$ cat config.mk
export PLATFORM = sky130hd
export DESIGN_NAME = keyboard_scancode_decoder_flat
export DESIGN_NICKNAME = d
export VERILOG_FILES = /design/src/rtl/ksd_pkg.sv /design/src/rtl/ksd_if.sv /design/src/rtl/ksd_in_stage.sv /design/src/rtl/ksd_decode.sv /design/src/rtl/ksd_out_stage.sv /design/src/rtl/keyboard_scancode_decoder.sv /design/src/flat_wrapper.sv
export SDC_FILE = /design/constraint.sdc
export NUM_CORES = 1
export LEC_CHECK = 0
export ABC_AREA = 1
export BUFFER_PORTS_ARGS = -buffer_cell sky130_fd_sc_hd__buf_2
export CORE_ASPECT_RATIO = 0.75
export CORE_MARGIN = 4
export CORE_UTILIZATION = 60
export CTS_CLUSTER_DIAMETER = 40
export DETAILED_ROUTE_END_ITERATION = 8
export GPL_TIMING_DRIVEN = 1
export PLACE_DENSITY = 0.8
export SLEW_MARGIN = 0
export SYNTH_ARGS = -nofsm -noshare
export SYNTH_HDL_FRONTEND = slang
export SYNTH_SLANG_ARGS = --single-unit
$ cat constraint.sdc
create_clock -name clk_i -period 2.9 [get_ports clk_i]
set_clock_uncertainty 0.05 [all_clocks]
set_input_delay 0.435 -clock clk_i [delete_from_list [all_inputs] [get_ports clk_i]]
set_output_delay 0.435 -clock clk_i [all_outputs]
set_load 0.05 [all_outputs]
$ cat src/rtl/ksd_pkg.sv
`timescale 1ns / 1ps
`default_nettype none

package ksd_pkg;

  // Field widths
  localparam int unsigned ScanW  = 8;
  localparam int unsigned AsciiW = 7;
  localparam int unsigned SkW    = 4;

  typedef logic [ScanW-1:0]  scan_code_t;
  typedef logic [AsciiW-1:0] ascii_t;

  // Special-key codes
  typedef enum logic [SkW-1:0] {
    SkNone   = 4'd0,
    SkEsc    = 4'd1,
    SkUp     = 4'd2,
    SkDown   = 4'd3,
    SkLeft   = 4'd4,
    SkRight  = 4'd5,
    SkDelete = 4'd6,
    SkHome   = 4'd7,
    SkEnd    = 4'd8,
    SkPgUp   = 4'd9,
    SkPgDn   = 4'd10
  } special_e;

  // Scancode constants
  localparam scan_code_t ExtPrefix = 8'hE0;
  localparam int unsigned BreakBit = 7;
  localparam logic [6:0] KeyLShift = 7'h2A;
  localparam logic [6:0] KeyRShift = 7'h36;
  localparam logic [6:0] KeyEsc    = 7'h01;
  localparam logic [6:0] KeyUp     = 7'h48;
  localparam logic [6:0] KeyDown   = 7'h50;
  localparam logic [6:0] KeyLeft   = 7'h4B;
  localparam logic [6:0] KeyRight  = 7'h4D;
  localparam logic [6:0] KeyDelete = 7'h53;
  localparam logic [6:0] KeyHome   = 7'h47;
  localparam logic [6:0] KeyEnd    = 7'h4F;
  localparam logic [6:0] KeyPgUp   = 7'h49;
  localparam logic [6:0] KeyPgDn   = 7'h51;

  // One decoded word
  typedef struct packed {
    ascii_t   ascii_char;
    special_e special_key;
  } ksd_result_t;

  // Plain and shifted character for one make code, US layout
  typedef struct packed {
    ascii_t plain;
    ascii_t shifted;
  } ksd_chars_t;

  function automatic ksd_chars_t char_lookup(input logic [6:0] code);
    ksd_chars_t c;
    c = '{plain: 7'h00, shifted: 7'h00};
    case (code)
      7'd1:  c = '{7'h1B, 7'h1B};
      7'd2:  c = '{7'h31, 7'h21};
      7'd3:  c = '{7'h32, 7'h40};
      7'd4:  c = '{7'h33, 7'h23};
      7'd5:  c = '{7'h34, 7'h24};
      7'd6:  c = '{7'h35, 7'h25};
      7'd7:  c = '{7'h36, 7'h5E};
      7'd8:  c = '{7'h37, 7'h26};
      7'd9:  c = '{7'h38, 7'h2A};
      7'd10: c = '{7'h39, 7'h28};
      7'd11: c = '{7'h30, 7'h29};
      7'd12: c = '{7'h2D, 7'h5F};
      7'd13: c = '{7'h3D, 7'h2B};
      7'd14: c = '{7'h08, 7'h08};
      7'd15: c = '{7'h09, 7'h09};
      7'd16: c = '{7'h71, 7'h51};
      7'd17: c = '{7'h77, 7'h57};
      7'd18: c = '{7'h65, 7'h45};
      7'd19: c = '{7'h72, 7'h52};
      7'd20: c = '{7'h74, 7'h54};
      7'd21: c = '{7'h79, 7'h59};
      7'd22: c = '{7'h75, 7'h55};
      7'd23: c = '{7'h69, 7'h49};
      7'd24: c = '{7'h6F, 7'h4F};
      7'd25: c = '{7'h70, 7'h50};
      7'd26: c = '{7'h5B, 7'h7B};
      7'd27: c = '{7'h5D, 7'h7D};
      7'd28: c = '{7'h0A, 7'h0A};
      7'd30: c = '{7'h61, 7'h41};
      7'd31: c = '{7'h73, 7'h53};
      7'd32: c = '{7'h64, 7'h44};
      7'd33: c = '{7'h66, 7'h46};
      7'd34: c = '{7'h67, 7'h47};
      7'd35: c = '{7'h68, 7'h48};
      7'd36: c = '{7'h6A, 7'h4A};
      7'd37: c = '{7'h6B, 7'h4B};
      7'd38: c = '{7'h6C, 7'h4C};
      7'd39: c = '{7'h3B, 7'h3A};
      7'd40: c = '{7'h27, 7'h22};
      7'd41: c = '{7'h60, 7'h7E};
      7'd43: c = '{7'h5C, 7'h7C};
      7'd44: c = '{7'h7A, 7'h5A};
      7'd45: c = '{7'h78, 7'h58};
      7'd46: c = '{7'h63, 7'h43};
      7'd47: c = '{7'h76, 7'h56};
      7'd48: c = '{7'h62, 7'h42};
      7'd49: c = '{7'h6E, 7'h4E};
      7'd50: c = '{7'h6D, 7'h4D};
      7'd51: c = '{7'h2C, 7'h3C};
      7'd52: c = '{7'h2E, 7'h3E};
      7'd53: c = '{7'h2F, 7'h3F};
      7'd55: c = '{7'h2A, 7'h2A};
      7'd57: c = '{7'h20, 7'h20};
      default: c = '{plain: 7'h00, shifted: 7'h00};
    endcase
    return c;
  endfunction

  // Navigation key after an extended prefix
  function automatic special_e nav_lookup(input logic [6:0] code);
    special_e k;
    case (code)
      KeyUp:     k = SkUp;
      KeyDown:   k = SkDown;
      KeyLeft:   k = SkLeft;
      KeyRight:  k = SkRight;
      KeyDelete: k = SkDelete;
      KeyHome:   k = SkHome;
      KeyEnd:    k = SkEnd;
      KeyPgUp:   k = SkPgUp;
      KeyPgDn:   k = SkPgDn;
      default:   k = SkNone;
    endcase
    return k;
  endfunction

endpackage

`default_nettype wire

$ cat src/rtl/ksd_if.sv
`timescale 1ns / 1ps
`default_nettype none

// Scancode channel
interface ksd_scan_if import ksd_pkg::*; ();
  logic       valid;
  logic       ready;
  scan_code_t scan_code;

  modport source (output valid, output scan_code, input ready);
  modport sink   (input valid, input scan_code, output ready);
endinterface

// Decoded character channel
interface ksd_char_if import ksd_pkg::*; ();
  logic     valid;
  logic     ready;
  ascii_t   ascii_char;
  special_e special_key;

  modport source (output valid, output ascii_char, output special_key, input ready);
  modport sink   (input valid, input ascii_char, input special_key, output ready);
endinterface

`default_nettype wire

$ cat src/rtl/ksd_in_stage.sv
`timescale 1ns / 1ps
`default_nettype none

module ksd_in_stage import ksd_pkg::*; (
  input  logic       clk_i,
  input  logic       rst_ni,
  input  logic       in_valid_i,
  input  scan_code_t in_code_i,
  output logic       in_ready_o,
  input  logic       down_ready_i,
  output scan_code_t code_o,
  output logic       fire_o
);

  logic       valid_q, valid_d;
  scan_code_t code_q;
  logic       take;

  // word leaves when the next stage has room; a new one enters alongside
  assign fire_o     = valid_q && down_ready_i;
  assign in_ready_o = !valid_q || down_ready_i;
  assign take       = in_valid_i && in_ready_o;
  assign valid_d    = take ? 1'b1 : (fire_o ? 1'b0 : valid_q);

  always_ff @(posedge clk_i or negedge rst_ni) begin
    if (!rst_ni) begin
      valid_q <= 1'b0;
    end else begin
      valid_q <= valid_d;
    end
  end

  // payload, no reset
  always_ff @(posedge clk_i) begin
    if (take) begin
      code_q <= in_code_i;
    end
  end

  assign code_o = code_q;

endmodule

`default_nettype wire

$ cat src/rtl/ksd_decode.sv
`timescale 1ns / 1ps
`default_nettype none

module ksd_decode import ksd_pkg::*; (
  input  logic        clk_i,
  input  logic        rst_ni,
  input  logic        fire_i,
  input  scan_code_t  code_i,
  output ksd_result_t result_o
);

  logic       shift_q, shift_d;
  logic       ext_q, ext_d;
  logic [6:0] key;
  logic       is_break;
  logic       is_shift;
  ksd_chars_t chars;

  assign key      = code_i[6:0];
  assign is_break = code_i[BreakBit];
  assign is_shift = (key == KeyLShift) || (key == KeyRShift);
  assign chars    = char_lookup(key);

  // flag updates and translation, in priority order
  always_comb begin
    shift_d  = shift_q;
    ext_d    = ext_q;
    result_o = '{ascii_char: '0, special_key: SkNone};
    if (code_i == ExtPrefix) begin
      ext_d = 1'b1;
    end else if (is_break) begin
      ext_d = 1'b0;
      if (is_shift) begin
        shift_d = 1'b0;
      end
    end else if (is_shift) begin
      shift_d = 1'b1;
    end else if (ext_q) begin
      ext_d                = 1'b0;
      result_o.special_key = nav_lookup(key);
    end else begin
      result_o.ascii_char = shift_q ? chars.shifted : chars.plain;
      if (key == KeyEsc) begin
        result_o.special_key = SkEsc;
      end
    end
  end

  always_ff @(posedge clk_i or negedge rst_ni) begin
    if (!rst_ni) begin
      shift_q <= 1'b0;
      ext_q   <= 1'b0;
    end else if (fire_i) begin
      shift_q <= shift_d;
      ext_q   <= ext_d;
    end
  end

endmodule

`default_nettype wire

$ cat src/rtl/ksd_out_stage.sv
`timescale 1ns / 1ps
`default_nettype none

module ksd_out_stage import ksd_pkg::*; (
  input  logic        clk_i,
  input  logic        rst_ni,
  input  logic        fire_i,
  input  ksd_result_t result_i,
  output logic        room_o,
  output logic        out_valid_o,
  output ksd_result_t out_word_o,
  input  logic        out_ready_i
);

  logic        valid_q, valid_d;
  ksd_result_t word_q;

  // room when empty or when the held word is taken this cycle
  assign room_o  = !valid_q || out_ready_i;
  assign valid_d = fire_i ? 1'b1 : (out_ready_i ? 1'b0 : valid_q);

  always_ff @(posedge clk_i or negedge rst_ni) begin
    if (!rst_ni) begin
      valid_q <= 1'b0;
    end else begin
      valid_q <= valid_d;
    end
  end

  always_ff @(posedge clk_i) begin
    if (fire_i) begin
      word_q <= result_i;
    end
  end

  assign out_valid_o = valid_q;
  assign out_word_o  = word_q;

endmodule

`default_nettype wire

$ cat src/rtl/keyboard_scancode_decoder.sv
`timescale 1ns / 1ps
`default_nettype none

// Channel  Dir  Fields
// scan_i   in   scan_code[7:0]
// char_o   out  ascii_char[6:0], special_key[3:0]
//
// One word per cycle sustained while char_o is ready; char_o goes valid once the
// accepted word has passed the input register and then the result register.
// Shift and prefix flags update as a word moves into the result register.
// rst_ni clears both flags and both valid bits, asynchronously.
// A stall on char_o holds the result register; scan_i still takes one more
// word into the input register while the result waits.

module keyboard_scancode_decoder import ksd_pkg::*; (
  input  logic clk_i,
  input  logic rst_ni,
  ksd_scan_if.sink   scan_i,
  ksd_char_if.source char_o
);

  scan_code_t  s1_code;
  logic        fire;
  logic        room;
  ksd_result_t result;
  ksd_result_t out_word;

  ksd_in_stage u_in (
    .clk_i       (clk_i),
    .rst_ni      (rst_ni),
    .in_valid_i  (scan_i.valid),
    .in_code_i   (scan_i.scan_code),
    .in_ready_o  (scan_i.ready),
    .down_ready_i(room),
    .code_o      (s1_code),
    .fire_o      (fire)
  );

  ksd_decode u_dec (
    .clk_i   (clk_i),
    .rst_ni  (rst_ni),
    .fire_i  (fire),
    .code_i  (s1_code),
    .result_o(result)
  );

  ksd_out_stage u_out (
    .clk_i      (clk_i),
    .rst_ni     (rst_ni),
    .fire_i     (fire),
    .result_i   (result),
    .room_o     (room),
    .out_valid_o(char_o.valid),
    .out_word_o (out_word),
    .out_ready_i(char_o.ready)
  );

  assign char_o.ascii_char  = out_word.ascii_char;
  assign char_o.special_key = out_word.special_key;

endmodule

`default_nettype wire

$ cat src/flat_wrapper.sv
// flat-port wrapper written by rule: the top's interface ports become plain ports
module keyboard_scancode_decoder_flat import ksd_pkg::*;
  (clk_i, rst_ni, scan_i_valid, scan_i_scan_code, scan_i_ready, char_o_valid, char_o_ascii_char, char_o_special_key, char_o_ready);
  ksd_scan_if scan_i_i ();
  ksd_char_if char_o_i ();
  input  logic clk_i;
  input  logic rst_ni;
  input wire logic [$bits(scan_i_i.valid)-1:0] scan_i_valid;
  input wire logic [$bits(scan_i_i.scan_code)-1:0] scan_i_scan_code;
  output wire logic [$bits(scan_i_i.ready)-1:0] scan_i_ready;
  output wire logic [$bits(char_o_i.valid)-1:0] char_o_valid;
  output wire logic [$bits(char_o_i.ascii_char)-1:0] char_o_ascii_char;
  output wire logic [$bits(char_o_i.special_key)-1:0] char_o_special_key;
  input wire logic [$bits(char_o_i.ready)-1:0] char_o_ready;
  assign scan_i_i.valid = scan_i_valid;
  assign scan_i_i.scan_code = scan_i_scan_code;
  assign scan_i_ready = scan_i_i.ready;
  assign char_o_valid = char_o_i.valid;
  assign char_o_ascii_char = char_o_i.ascii_char;
  assign char_o_special_key = char_o_i.special_key;
  assign char_o_i.ready = char_o_ready;
  keyboard_scancode_decoder u_core (.clk_i(clk_i), .rst_ni(rst_ni), .scan_i(scan_i_i), .char_o(char_o_i));
endmodule
==> results.tsv, run 1 <==
metric	value	unit
Post-DP Area	0.00280	mm²
PnR worst setup slack	0.700	ns
Num CTS Buffers	5	
synth top area cells	edfxtp_1 21%, nand2_1 16%, dfxtp_1 10%, nand3_1 9.3%, ha_1 5.5%	
predominant post-synthesis flop cell	edfxtp_1	
fmax	0.455	GHz
initial antenna violation count	0	
num ports	25	
Post-Syn Instances	380	
Die Ht	66.5	µm
total wire length	6590	µm
DPL Wire Length	4910	µm
outcome	finished, final reports clean	
Initial DRC Count	318	
syn_nets	404	
fill count	374	
CTS sink cnt	37	
CTS root buf	clkbuf_8	
H-tree depth	2	
CTS Hold Bufs	1	
Slew headroom	0.611	
post-route setup TNS	0	ns
Hold Path Cell Cnt	1	
Vias	2595	
Post-synth EDFFs	19	
cell total after placement	446	
Area Overhead vs Synth	7.49	%
Final Hold Violating Endpoints	0	
starting density of the core	0.648	
Via density	5.70	
first-pass GRT wire length	10800	µm
vias in the first global route	2288	
crit path DAT	2.32	ns
GPL Wtd Cong	0.975	
Rows	20	
n_diodes	0	
Slew Limit Fails	0	
Slew @ Worst Pin	0.579	ns
Setup Fix Bufs, Post-CTS	0	
R2R cell count	11	
Final Cell Area	0.00295	mm²
DR WL/cell	14.5	µm
post-synthesis instance area	0.00274	mm²
wire length on met1	2920	µm
length of routed met3 wiring	879	µm
largest area contributor in the netlist	edfxtp_1	
Leakage Power	1.43	nW
met2 wire len	2680	µm
crit path capture type	flop	
period utilisation layout	0.759	
worst hold path type	primary input to flop	
area of the core	0.00423	mm²
post-route insts no fill	455	
Nets	423	
crit path max fanout	12	
clock insertion delay at the later pin of the skew report	0.29	ns
CP Launch Type	flop	
GR Overflow Total	0	
top sig layer	met4	
DP Worst Slack	0.540	ns
#FFs+latches synth	37	
Ys Warns	0	
Max-Cap Viols	0	
drt drc	0	
Die Area	0.00573	mm²
clock slew at reported path FFs	0.07	ns
Routed Antenna Nets	0	
crit path kind	flop to flop	
endpoints failing setup	0	
# resized after CTS	0	
largest net degree at the start of global routing	22	
Peak VDD IR	0.385	mV
P per Cell Area	614	mW/mm²
Avg Cell Area, Syn	7.21	µm²
area share of the largest cell type after synthesis	0.208	
Final min period	2.20	ns
drt first pass iters	6	
unrepaired setup endpoints after global routing	no	
share of cells above drive strength 1	0.163	
die width	86.1	µm
count of different cell masters after synthesis	36	
Seq/Total Area, Yosys	0.347	
buffers added on ports	24	
async set-reset flop share out of synthesis	0.108	
gr usage total	0.244	
Crit path required time	3.02	ns
CTS tree	yes	
Clock Path Buffers	2	
-- where the power goes --
group | internal [mW] | switching, mW
clock network | 0.311 | 0.185
registers | 0.646 | 0.0413
logic | 0.174 | 0.453
total | 1.13 | 0.679
-- cells by family (layout without fill, tap and decap cells) --
| logic type | Yosys count | count (layout) | share of synthesized area |
|---|---|---|---|
| and+or+nand+nor | 254 | 254 | 0.432 |
| buffers and inverters | 45 | 65 | 0.0927 |
| DFF | 37 | 37 | 0.347 |
| AOI/OAI and AO/OA | 32 | 32 | 0.0735 |
| adders and majority gates | 12 | 12 | 0.0548 |
-- final timing paths --
path | endpoint | slack, ns | start
setup reg to reg | flop | 0.70 | u_core.u_out.out_valid_o
hold / removal | u_core.u_in.code_o[7] | 0.27 | scan_i_scan_code[7]
hold reg to reg | u_core.u_dec.ext_q | 0.50 | u_core.u_dec.ext_q
max in group asynchronous | u_core.u_out.out_valid_o | 2.22 | rst_ni
min in group asynchronous | u_core.u_dec.shift_q | 0.46 | rst_ni
setup / recovery | flop | 0.70 | u_core.u_out.out_valid_o
-- cell usage after synthesis, types with 2 or more instances --
master / instances
nand2_1: 120
nand3_1: 51
nor2_1: 37
inv_1: 27
edfxtp_1: 19
dfxtp_1: 14
nor3_1: 13
ha_1: 12
nand2_2: 10
a21oi_1: 9
buf_6: 9
o21ai_0: 9
nand4_1: 7
nand2_4: 5
dfrtp_1: 4
inv_2: 3
nor2_2: 3
o211ai_1: 3
a31oi_1: 2
buf_2: 2
nand3_2: 2
nor2_4: 2
o21ai_1: 2
o21ai_2: 2
o31ai_1: 2
-- placed cells by master, fill, tap and decap left out, drive strengths merged, types with 3 or more instances in the layout --
cell type	count
clkbuf	6
nand3	54
edfxtp	19
inv	31
dfrtp	4
ha	12
nor2	42
buf	26
nand2	135
o21ai	14
o211ai	3
dfxtp	14
nor3	13
a21oi	10
nand4	7
-- stage by stage --
step / power [mW] / utilization / hold slack (ns)
2_1_floorplan: 1.20 / - / 0.0894
3_3_place_gp: 1.30 / 0.663 / 0.199
3_5_place_dp: 1.31 / 0.663 / 0.199
4_1_cts: 1.81 / 0.697 / 0.261
5_1_grt: 1.92 / 0.697 / 0.258
6_report: 1.81 / 0.697 / 0.271
-- critical path, cell delays in order, from the launching register on --
cell,delay (ns)
dfrtp_1,0.40
nand3_2,0.14
buf_4,0.20
nand3_1,0.09
nand2_2,0.23
ha_1,0.28
inv_1,0.10
nand3_1,0.16
nand3_1,0.14
nand2_1,0.07
a21oi_1,0.14
nand2_1,0.08
-- metal layers --
metal	vias up	global-route usage
li1	1285	-
met1	1123	0.336
met2	172	0.348
met3	15	0.0742
met4	0	0.111
met5	-	0
-- layout make-up --
type                       instances  area, µm²  area share
clock inverter                     2       38.8      0.0132
multi-input combinational        298       1540       0.521
tap                               55       68.8      0.0234
timing repair buffer              27        145      0.0493
clock buffer                       6       93.8      0.0318
inverter                          30        113      0.0382
sequential                        37        951       0.323
(Power assumes the default switching activity.)
==> run 2, diff against run 1 <==
--- a/config.mk
+++ b/config.mk
@@ -9,11 +9,11 @@
 export BUFFER_PORTS_ARGS = -buffer_cell sky130_fd_sc_hd__buf_2
 export CORE_ASPECT_RATIO = 0.75
 export CORE_MARGIN = 4
-export CORE_UTILIZATION = 60
+export CORE_UTILIZATION = 54
 export CTS_CLUSTER_DIAMETER = 40
 export DETAILED_ROUTE_END_ITERATION = 8
 export GPL_TIMING_DRIVEN = 1
-export PLACE_DENSITY = 0.8
+export PLACE_DENSITY = 0.76
 export SLEW_MARGIN = 0
 export SYNTH_ARGS = -nofsm -noshare
 export SYNTH_HDL_FRONTEND = slang
==> constraint.sdc (replaced) <==
create_clock -name clk_i -period 1.95 [get_ports clk_i]
set_clock_uncertainty 0.05 [all_clocks]
set_input_delay 0.2925 -clock clk_i [delete_from_list [all_inputs] [get_ports clk_i]]
set_output_delay 0.2925 -clock clk_i [all_outputs]
set_load 0.05 [all_outputs]
==> run 2 against run 1 <==
  * Clock-buffer cell count is 1 higher
  * Highest routed layer unchanged
  * Sequential cell count is the same
  * Critical path depth up 1
  * Setup slack worse by 0.64 ns
  * Critical path type unchanged
  * Non-clock buffer count grew 40
==> results.tsv, run 2 (synthesized netlist as in run 1, its figures left out) <==
metric	value	unit
outcome	finished, final reports clean	
CP max-delay cell	dfrtp_2	
crit path kind	flop to flop	
Largest stage delay, worst path	0.43	ns
Total Power	2.88	mW
unrepaired setup endpoints after global routing	yes	
drt drc	0	
Critical Path Start	u_core.u_out.out_valid_o	
Crit path required time	2.07	ns
share of cells above drive strength 1	0.287	
Slew @ Worst Pin	0.391	ns
cell family with most CP delay	simple AND/OR/NAND/NOR gates	
Clock Path Buffers	2	
Vias	2799	
gr usage total	0.235	
met2 wire len	3240	µm
length of routed met3 wiring	570	µm
initial antenna violation count	0	
Num CTS Buffers	5	
DP Worst Slack	-0.0563	ns
fmax	0.530	GHz
Initial DRC Count	233	
CTS root buf	clkbuf_8	
starting density of the core	0.559	
most used cell, CP	nand2_1	
Area Overhead vs Synth	26.0	%
Slew headroom	0.739	
P per Cell Area	835	mW/mm²
R2R Setup Slk	0.06	ns
H-tree depth	2	
Peak VDD IR	0.497	mV
Leakage Power	1.67	nW
R2R cell count	12	
DPL Wire Length	5800	µm
crit path DAT	2.01	ns
fill count	399	
Hold Path Origin	scan_i_scan_code[7]	
GR Overflow Total	0	
post-route setup TNS	0	ns
period utilisation layout	0.967	
Nets	465	
DR WL/cell	15.3	µm
total wire length	7700	µm
clock insertion delay at the later pin of the skew report	0.29	ns
utilization of the core after routing	0.705	
Final Hold Violating Endpoints	0	
WHS	0.119	ns
CP Cell Sequence	nand3_4 > nand2_8 > nand2_2 > nand2_4 > ha_4 > inv_4 > nand2_1 > nand3_1 > nand2_1 > nand2_1 > nand2_1 > nand2_1	
largest net degree at the start of global routing	19	
num ports	25	
Hold Path End	u_core.u_in.code_o[7]	
CTS sink cnt	37	
commonest non-fill, non-tap cell in the layout	nand2_1	
PnR worst setup slack	0.0641	ns
worst path bufs/invs	1	
vias in the first global route	2386	
GPL Wtd Cong	0.963	
drt first pass iters	5	
wire length on met1	3810	µm
first-pass GRT wire length	11800	µm
CP Launch Type	flop	
crit path capture type	flop	
Die Area	0.00629	mm²
area of the core	0.00490	mm²
Final min period	1.89	ns
top sig layer	met4	
buffers added on ports	24	
Max-Cap Viols	0	
Slew Limit Fails	0	
CTS tree	yes	
endpoints failing setup	0	
n_diodes	0	
crit path max fanout	8	
Hold Path Cell Cnt	1	
worst hold path type	primary input to flop	
Via density	5.58	
Routed Antenna Nets	0	
FF-to-FF Start	u_core.u_out.out_valid_o	
clock slew at reported path FFs	0.08	ns
most frequent cells in the layout	117 x nand2_1, 44 x nand3_1, 40 x buf_4, 37 x nor2_1	
Die Ht	69.7	µm
Rows	22	
die width	90.3	µm
## run 2: cell count changes in the layout (fill, tap and decap cells not counted), moves of 3 or more
cell and delta:
buf_4 +38, nand3_2 +4, ha_1 -3, inv_4 +3
nand2_4 +4, nand2_1 -3, nand3_4 +3, ha_4 +3
inv_1 -3, nand3_1 -7
## run 2: per-stage QoR
step           instances  instance area, µm²
2_1_floorplan        380                2810
3_3_place_gp         486                3140
3_5_place_dp         486                3140
4_1_cts              495                3280
5_1_grt              502                3450
6_report             502                3450
## run 2: where the power goes
part	internal, mW	switching [mW]	leakage, nW
registers	0.961	0.0634	0.354
logic	0.409	0.774	1.25
clock network	0.405	0.273	0.0645
total	1.77	1.11	1.67
## run 2: cell type report
| type | count | area (µm²) | area share |
|---|---|---|---|
| Clock buffer | 7 | 119 | 0.0344 |
| Clock inverter | 1 | 5.00 | 0.00145 |
| Inverter | 30 | 120 | 0.0348 |
| Multi-Input combinational cell | 300 | 1710 | 0.496 |
| Sequential cell | 37 | 952 | 0.276 |
| Tap cell | 60 | 75.1 | 0.0217 |
| Timing Repair Buffer | 67 | 470 | 0.136 |
## run 2: layer usage
metal | up-vias | GRT usage
li1 | 1372 | -
met5 | - | 0
met4 | 0 | 0.0628
met2 | 121 | 0.344
met1 | 1297 | 0.351
met3 | 9 | 0.0456
## run 2: worst max path at each step
stage | to | slack [ns] | depth (start not counted)
CTS | flop | 0.04 | 13
finish | flop | 0.06 | 12
detailed placement | flop | -0.06 | 15
global placement | flop | -0.04 | 15
floorplan | flop | -0.004 | 14
global route | flop | -0.05 | 11
## run 2: what timing repair did
item,CTS,global route
gates resized for setup,0,22
hold buffers,1,0
setup endpoints to repair,0,14
setup buffers,0,5
endpoints found under the hold margin,4,0
## run 2: worst reg2reg max path, stage by stage, from the launching register on
cell     delay [ns]
dfrtp_2        0.43
nand3_4        0.18
nand2_8        0.09
nand2_2        0.10
nand2_4        0.09
ha_4           0.28
inv_4          0.04
nand2_1        0.09
nand3_1        0.08
nand2_1        0.10
nand2_1        0.09
nand2_1        0.07
nand2_1        0.08
